## config.mk

```make
export PLATFORM = sky130hd
export DESIGN_NAME = tlb_lookup_fill_fifo_lru
export DESIGN_NICKNAME = d
export VERILOG_FILES = /design/src/rtl/core/tlb_pkg.sv /design/src/rtl/core/tlb_cell.sv /design/src/rtl/core/tlb_lookup_fill_fifo_lru.sv
export SDC_FILE = /design/constraint.sdc
export NUM_CORES = 2
export LEC_CHECK = 0
export ABC_AREA = 1
export BUFFER_PORTS_ARGS = -buffer_cell sky130_fd_sc_hd__buf_2
export CAP_MARGIN = 40
export CORE_AREA = 2 2 386 388
export DETAILED_ROUTE_END_ITERATION = 10
export DIE_AREA = 0 0 388 390
export PLACE_DENSITY_LB_ADDON = 0.1
export SLEW_MARGIN = 5
export SYNTH_ARGS = -nofsm -noshare
export SYNTH_HDL_FRONTEND = slang
export SYNTH_SLANG_ARGS = --single-unit
```

## constraint.sdc

```tcl
create_clock -name clk -period 26 [get_ports clk]
set_clock_uncertainty 0.15 [all_clocks]
set_input_delay 2.6 -clock clk [delete_from_list [all_inputs] [get_ports clk]]
set_output_delay 2.6 -clock clk [all_outputs]
set_load 0.01 [all_outputs]
```

## src/rtl/core/tlb_pkg.sv

```systemverilog
// Shared types and constants for the fully associative TLB.
package tlb_pkg;

  // Number of entries; the slot index width follows from it.
  localparam int ENTRIES   = 16;
  localparam int SLOT_BITS = $clog2(ENTRIES);

  // Field widths fixed by the item format.
  localparam int PAGE_BITS  = 8;
  localparam int FRAME_BITS = 8;
  localparam int AGE_BITS   = 16;

  // Configuration port geometry.
  localparam int ADDR_BITS = 3;
  localparam int DATA_BITS = 32;

  // Saturation value of an entry's age.
  localparam logic [AGE_BITS-1:0] AGE_MAX = {AGE_BITS{1'b1}};

  // Operation codes.
  localparam logic CMD_LOOKUP = 1'b0;
  localparam logic CMD_FILL   = 1'b1;

  // Replacement modes.
  localparam logic MODE_FIFO = 1'b0;
  localparam logic MODE_LRU  = 1'b1;

  // Register index of the replacement mode.
  localparam logic REG_REPLACE_MODE = 1'b0;

  // Input word.
  typedef struct packed {
    logic                  cmd;
    logic [PAGE_BITS-1:0]  page_number;
    logic [FRAME_BITS-1:0] fill_frame;
  } tlb_req_t;

  // Output word.
  typedef struct packed {
    logic                  hit;
    logic [FRAME_BITS-1:0] frame_number;
    logic [SLOT_BITS-1:0]  slot_used;
  } tlb_rsp_t;

  // Token that travels down the chain of entry cells.
  typedef struct packed {
    logic                  active;
    logic                  cmd;
    logic [PAGE_BITS-1:0]  page;
    logic [FRAME_BITS-1:0] frame;
    logic                  found;
    logic [SLOT_BITS-1:0]  slot;
    logic                  inv_found;
    logic [SLOT_BITS-1:0]  inv_slot;
    logic [AGE_BITS-1:0]   best_age;
    logic [SLOT_BITS-1:0]  best_slot;
  } tlb_tok_t;

  // Broadcast control from the top level to every cell.
  typedef struct packed {
    logic                  age_en;
    logic                  wr_en;
    logic [SLOT_BITS-1:0]  wr_slot;
    logic [PAGE_BITS-1:0]  wr_page;
    logic [FRAME_BITS-1:0] wr_frame;
  } tlb_ctrl_t;

endpackage

```

## src/rtl/core/tlb_cell.sv

```systemverilog
// One TLB entry cell: holds an entry and updates the passing search token.
module tlb_cell #(
  parameter int INDEX = 0
) (
  input  logic               clk,
  input  logic               rst,
  input  tlb_pkg::tlb_tok_t  tok_in,
  input  tlb_pkg::tlb_ctrl_t ctrl,
  output tlb_pkg::tlb_tok_t  tok_out
);
  import tlb_pkg::*;

  localparam logic [SLOT_BITS-1:0] MY_SLOT = SLOT_BITS'(INDEX);

  logic [PAGE_BITS-1:0]  page;
  logic [FRAME_BITS-1:0] frame;
  logic                  valid;
  logic [AGE_BITS-1:0]   age;
  tlb_tok_t              tok_next;
  logic                  match;
  logic                  wr_here;

  // A lookup claims this entry when no lower entry has matched.
  assign match = tok_in.active && (tok_in.cmd == CMD_LOOKUP) && !tok_in.found &&
                 valid && (page == tok_in.page);
  assign wr_here = ctrl.wr_en && (ctrl.wr_slot == MY_SLOT);

  // Token update: record a hit, the first free entry and the oldest entry.
  always_comb begin
    tok_next = tok_in;
    if (match) begin
      tok_next.found = 1'b1;
      tok_next.frame = frame;
      tok_next.slot  = MY_SLOT;
    end
    if (tok_in.active && (tok_in.cmd == CMD_FILL)) begin
      if (!valid && !tok_in.inv_found) begin
        tok_next.inv_found = 1'b1;
        tok_next.inv_slot  = MY_SLOT;
      end
      if (age > tok_in.best_age) begin
        tok_next.best_age  = age;
        tok_next.best_slot = MY_SLOT;
      end
    end
  end

  // Hand the token on to the next cell.
  always_ff @(posedge clk) begin
    if (rst) begin
      tok_out.active <= 1'b0;
    end else begin
      tok_out <= tok_next;
    end
  end

  // Entry state: validity and age are cleared by reset.
  always_ff @(posedge clk) begin
    if (rst) begin
      valid <= 1'b0;
      age   <= '0;
    end else if (wr_here) begin
      valid <= 1'b1;
      age   <= '0;
    end else if (match) begin
      age <= '0;
    end else if (ctrl.age_en && (age != AGE_MAX)) begin
      age <= age + 1'b1;
    end
  end

  // Page and frame are only read once the entry is valid.
  always_ff @(posedge clk) begin
    if (wr_here) begin
      page  <= ctrl.wr_page;
      frame <= ctrl.wr_frame;
    end
  end

endmodule

```

## src/rtl/core/tlb_lookup_fill_fifo_lru.sv

```systemverilog
// Top level of the fully associative TLB with FIFO or LRU replacement.
// One word is in flight at a time: a new word waits until the search token that
// walks the chain of entry cells, one cell per cycle, has left the last cell and
// the skid word is empty.
// Reset (synchronous, active high) invalidates all entries, zeroes all ages,
// the FIFO pointer and the replacement mode; no clearing pass is needed.
module tlb_lookup_fill_fifo_lru (
  input  logic                           clk,
  input  logic                           rst,
  input  logic                           req_valid,
  output logic                           req_stall,
  input  tlb_pkg::tlb_req_t              req,
  output logic                           rsp_valid,
  input  logic                           rsp_stall,
  output tlb_pkg::tlb_rsp_t              rsp,
  input  logic                           psel,
  input  logic                           penable,
  input  logic                           pwrite,
  input  logic [tlb_pkg::ADDR_BITS-1:0]  paddr,
  input  logic [tlb_pkg::DATA_BITS-1:0]  pwdata,
  output logic [tlb_pkg::DATA_BITS-1:0]  prdata,
  output logic                           pready
);
  import tlb_pkg::*;

  localparam logic [SLOT_BITS-1:0] LAST_SLOT = SLOT_BITS'(ENTRIES - 1);

  tlb_tok_t             head;
  tlb_tok_t             link [0:ENTRIES];
  tlb_tok_t             tail;
  tlb_ctrl_t            ctrl;
  logic [ENTRIES-1:0]   act_vec;
  logic                 busy;
  logic                 replace_mode;
  logic [SLOT_BITS-1:0] fifo_ptr;
  logic                 pend_valid;
  tlb_rsp_t             pend;
  tlb_rsp_t             res;
  logic                 acc;
  logic                 rsp_free;
  logic                 reg_sel;
  logic                 cfg_wr;
  logic                 fill_done;
  logic                 use_fifo;
  logic [SLOT_BITS-1:0] fill_slot;

  // Configuration port: a single mode register at address zero.
  assign pready  = 1'b1;
  assign reg_sel = (paddr[ADDR_BITS-1:2] == REG_REPLACE_MODE);
  assign cfg_wr  = psel && penable && pwrite && pready && reg_sel;
  assign prdata  = reg_sel ? {{(DATA_BITS-1){1'b0}}, replace_mode} : '0;

  // One word is in flight at a time; a waiting result holds in the skid word.
  assign req_stall = busy || pend_valid;
  assign acc       = req_valid && !req_stall;
  assign rsp_free  = !rsp_valid || !rsp_stall;

  // Chain of entry cells, fed by the head register.
  assign link[0] = head;
  assign tail    = link[ENTRIES];

  for (genvar i = 0; i < ENTRIES; i++) begin : g_cell
    tlb_cell #(
      .INDEX(i)
    ) u_cell (
      .clk    (clk),
      .rst    (rst),
      .tok_in (link[i]),
      .ctrl   (ctrl),
      .tok_out(link[i+1])
    );
    assign act_vec[i] = link[i+1].active;
  end

  // Victim choice once the token has seen every entry.
  assign fill_done = tail.active && (tail.cmd == CMD_FILL);
  assign use_fifo  = !tail.inv_found && (replace_mode == MODE_FIFO);

  always_comb begin
    if (tail.inv_found) begin
      fill_slot = tail.inv_slot;
    end else if (replace_mode == MODE_LRU) begin
      fill_slot = tail.best_slot;
    end else begin
      fill_slot = fifo_ptr;
    end
  end

  // Broadcast to the cells: ageing at a lookup's acceptance, write at fill end.
  assign ctrl.age_en   = acc && (req.cmd == CMD_LOOKUP);
  assign ctrl.wr_en    = fill_done;
  assign ctrl.wr_slot  = fill_slot;
  assign ctrl.wr_page  = tail.page;
  assign ctrl.wr_frame = tail.frame;

  // Result word from the finished token.
  always_comb begin
    res = '0;
    if (tail.cmd == CMD_LOOKUP) begin
      if (tail.found) begin
        res.hit          = 1'b1;
        res.frame_number = tail.frame;
        res.slot_used    = tail.slot;
      end
    end else begin
      res.slot_used = fill_slot;
    end
  end

  // Launch a fresh token at the head of the chain.
  always_ff @(posedge clk) begin
    if (rst) begin
      head.active <= 1'b0;
    end else begin
      head.active <= acc;
      if (acc) begin
        head.cmd       <= req.cmd;
        head.page      <= req.page_number;
        head.frame     <= (req.cmd == CMD_FILL) ? req.fill_frame : '0;
        head.found     <= 1'b0;
        head.slot      <= '0;
        head.inv_found <= 1'b0;
        head.inv_slot  <= '0;
        head.best_age  <= '0;
        head.best_slot <= '0;
      end
    end
  end

  // Control state, mode register and FIFO pointer.
  always_ff @(posedge clk) begin
    if (rst) begin
      busy         <= 1'b0;
      replace_mode <= MODE_FIFO;
      fifo_ptr     <= '0;
    end else begin
      if (acc) begin
        busy <= 1'b1;
      end else if (tail.active) begin
        busy <= 1'b0;
      end
      if (cfg_wr) begin
        replace_mode <= pwdata[0];
      end
      if (fill_done && use_fifo) begin
        fifo_ptr <= (fifo_ptr == LAST_SLOT) ? '0 : fifo_ptr + 1'b1;
      end
    end
  end

  // Output register with a skid word behind it.
  always_ff @(posedge clk) begin
    if (rst) begin
      rsp_valid  <= 1'b0;
      pend_valid <= 1'b0;
    end else if (pend_valid) begin
      if (rsp_free) begin
        rsp        <= pend;
        rsp_valid  <= 1'b1;
        pend_valid <= 1'b0;
      end
    end else if (tail.active) begin
      if (rsp_free) begin
        rsp       <= res;
        rsp_valid <= 1'b1;
      end else begin
        pend       <= res;
        pend_valid <= 1'b1;
      end
    end else if (rsp_valid && !rsp_stall) begin
      rsp_valid <= 1'b0;
    end
  end

  // At most one token walks the chain, and only while the block is busy.
  a_one_token: assert property (@(posedge clk) disable iff (rst)
    $countones(act_vec) <= 1)
    else $error("more than one search token in the cell chain");

  a_token_busy: assert property (@(posedge clk) disable iff (rst)
    (act_vec != '0) |-> busy)
    else $error("search token present while the block is idle");

  // A finished search never meets a full skid word.
  a_tail_pend: assert property (@(posedge clk) disable iff (rst)
    tail.active |-> !pend_valid)
    else $error("search finished while a result was still held back");

  // The skid word is only used while the output register is occupied.
  a_pend_out: assert property (@(posedge clk) disable iff (rst)
    pend_valid |-> rsp_valid)
    else $error("held result without a result at the output");

endmodule
```

==> metrics <==
status=finished clean; Nets=7,126; initial antenna violation count=1; Netlist Area Pre-Place=0.06156 mm²; Via-to-Cell Ratio=4.739; Startpoint Class=primary input; core outline area=0.1471 mm²; Synth cell types=52; Final Cycle Share=21.86%; drt first pass iters=7; CTS resizes=0; Yosys reg bits=1,287; post-route ant nets=0; first-pass GRT wire length=211.4 mm; asr flop ratio synth=0%; critical path required time=23.25 ns; WS Path Type=in -> out; cell taking the most area after synthesis=edfxtp_1; syn avg cell area=9.199 µm²; Root Buffer=clkbuf_16; vias in the first global route=40,560; EDFF count, synth=990; worst slack, placed=19.67 ns; Cells after Synth=6,692; Total Wirelength=129.0 mm; Longest Clk Path Bufs=3; reg2reg end=g_cell[12].u_cell.age[7]$_SDFFE_PP0P_; R2R Path Start=pend_valid$_SDFF_PP0_; Peak supply drop=50.37 µV; placed inst area=0.06403 mm²; WP data arrival=2.93 ns; routed len/inst=14.56 µm; share of cells above drive strength 1=5.874%; CTS tree=built; Most used DFF post-synth=edfxtp_1; post-route cell area=0.06873 mm²; row count=141; commonest non-fill, non-tap cell in the layout=nand2_1; Power Dens Cells=65.48 mW/mm²; CP startpoint=paddr[2]; min-delay src=g_cell[11].u_cell.tok_out[47]$_SDFF_PP0_; Setup TNS=0 ns; GP Congestion=0.8296; Final Critical Period=5.683 ns; area grow syn2layout=11.65%; Synth area leaders=edfxtp_1, nand2_1, dfxtp_1; via count=41,990; Worst Tran Pin Value=0.9866 ns; Synth Warn #=0; RSZ-0062 raised after global routing=no; clk slew on worst S/H paths=0.06 ns; Clock Sinks=1,287; drt drc=0; CTS buffer count=144; Ports=107; Worst path max stage delay=0.13 ns; leak pwr=28.35 nW; Hold Crit Depth=2; total track usage=17.15%; Initial Utilization=41.84%; most frequent cells in the layout=nand2_1, edfxtp_1, nor2_1; die span in x=388 µm; Worst setup EP type=output pin; maxcap violations=0; CTS Hold Bufs=0; Slowest-stage cell, CP=buf_2; Fillers=14,040; Die Y-Extent=390 µm; CP max FO=3; total gr overflow=0; Worst path most repeated cell=buf_2; Peak Freq=0.1760 GHz; Slew headroom=34.23%; Final Hold Viols=0; # diodes=0; endpoints failing setup=0; path category of the worst min-delay check=reg -> reg; CTS H-tree lvls=4; top-area cell type share of the netlist area=48.29%; DRT iter0 DRCs=2,093; worst hold endpoint=g_cell[12].u_cell.tok_out[47]$_SDFF_PP0_; buffer count from post-CTS setup fixing=0; port bufs=41; largest net degree at the start of global routing=123; Reg2Reg Depth=9; Reg2Reg Setup Slack=22.32 ns; die area=0.1513 mm²; Max Slew Vio Count=0; detailed placer's ending HPWL=93.78 mm; fin worst setup slack=20.32 ns; register area share after synthesis=57.95%; CP Cell Sequence=buf_2, nor2_1, buf_2; Worst-Skew Late Latency=0.76 ns
==> sequential cells by signal, indices dropped and copies added (netlist names) <==
name and cells:
g_cell.u_cell.tok_out 707, g_cell.u_cell.age 256, g_cell.u_cell.frame 128, g_cell.u_cell.page 128, head 18, g_cell.u_cell.valid 16
pend 13, rsp 13, fifo_ptr 4, busy 1, pend_valid 1, replace_mode 1
rsp_valid 1
==> cells by family (layout without fill, tap and decap cells) <==
group	count (synthesis)	in the layout	share of synthesized area, %
xor gates and xnor gates	193	193	2.746
and+or+nand+nor	3465	3465	23.13
DFF	1287	1287	57.95
other	2	32	0.01220
buffers and inverters	982	1189	6.408
adders and majority gates	258	258	5.244
AOI/OAI and AO/OA	505	505	4.514
==> cell type report <==
| cell class | instances | area (µm²) | share of cell area [%] |
|---|---|---|---|
| clock buffers | 199 | 3986 | 5.800 |
| flip-flops and latches | 1287 | 35670 | 51.90 |
| well taps | 1930 | 2415 | 3.513 |
| clock inverters | 67 | 713.2 | 1.038 |
| multi-input cells | 4453 | 22070 | 32.10 |
| repair buffers | 93 | 750.7 | 1.092 |
| inverters | 830 | 3128 | 4.551 |
==> where the power goes <==
part           switching, mW  total (mW)  leakage [nW]  internal [mW]
clock                  0.820        2.01          2.27           1.19
combinational          0.115       0.168          14.2         0.0529
sequential            0.0391        2.32          11.9           2.29
==> routing by layer <==
| metal | vias to the layer above | GRT usage, % | wire length, µm |
|---|---|---|---|
| li1 | 22030 | - | - |
| met1 | 19150 | 21.57 | 57720 |
| met2 | 561 | 29.83 | 62560 |
| met3 | 247 | 2.635 | 4360 |
| met4 | 0 | 6.304 | 4330 |
| met5 | - | 0 | 0 |
==> worst max-delay path by stage <==
stage	endpoint	cells after the start
6_report	prdata[0]	3
5_1_grt	g_cell[6].u_cell.age[5]$_SDFFE_PP0P_	9
4_1_cts	prdata[0]	3
3_5_place_dp	g_cell[6].u_cell.age[7]$_SDFFE_PP0P_	9
3_3_place_gp	g_cell[6].u_cell.age[15]$_SDFFE_PP0P_	8
2_1_floorplan	g_cell[1].u_cell.age[13]$_SDFFE_PP0P_	5
==> Yosys cell counts, types with 5 or more instances <==
master	instances
nand2_1	1916
edfxtp_1	990
nor2_1	866
inv_1	826
nand3_1	435
a21oi_1	298
dfxtp_1	297
ha_1	258
xnor2_1	125
o21ai_0	116
nand4_1	74
xor2_1	68
or2_2	57
buf_2	53
clkbuf_1	50
nor3_1	48
buf_4	46
o21bai_1	27
a21o_1	20
nand3b_1	20
a21boi_0	14
nor2_2	13
nand3_2	11
a31oi_1	6
o21ai_1	6
o21ai_2	6
a31oi_2	5
==> per-stage QoR <==
stage / power [mW] / cells / hold WS [ns] / util [%]
after floorplan: 2.520 / 6722 / 0.2665 / -
after global placement: 2.531 / 8574 / 0.2792 / 43.32
after detailed placement: 2.540 / 8593 / 0.2778 / 43.52
after CTS: 4.570 / 8859 / 0.2805 / 46.72
after global routing: 4.678 / 8859 / 0.3062 / 46.72
final: 4.501 / 8859 / 0.2812 / 46.72
==> critical path: cells and delay by family <==
family                 cells  cell delay, ns
and+or+nand+nor            1            0.09
buffers and inverters      2            0.24
Power figures use the tool's default switching activity.
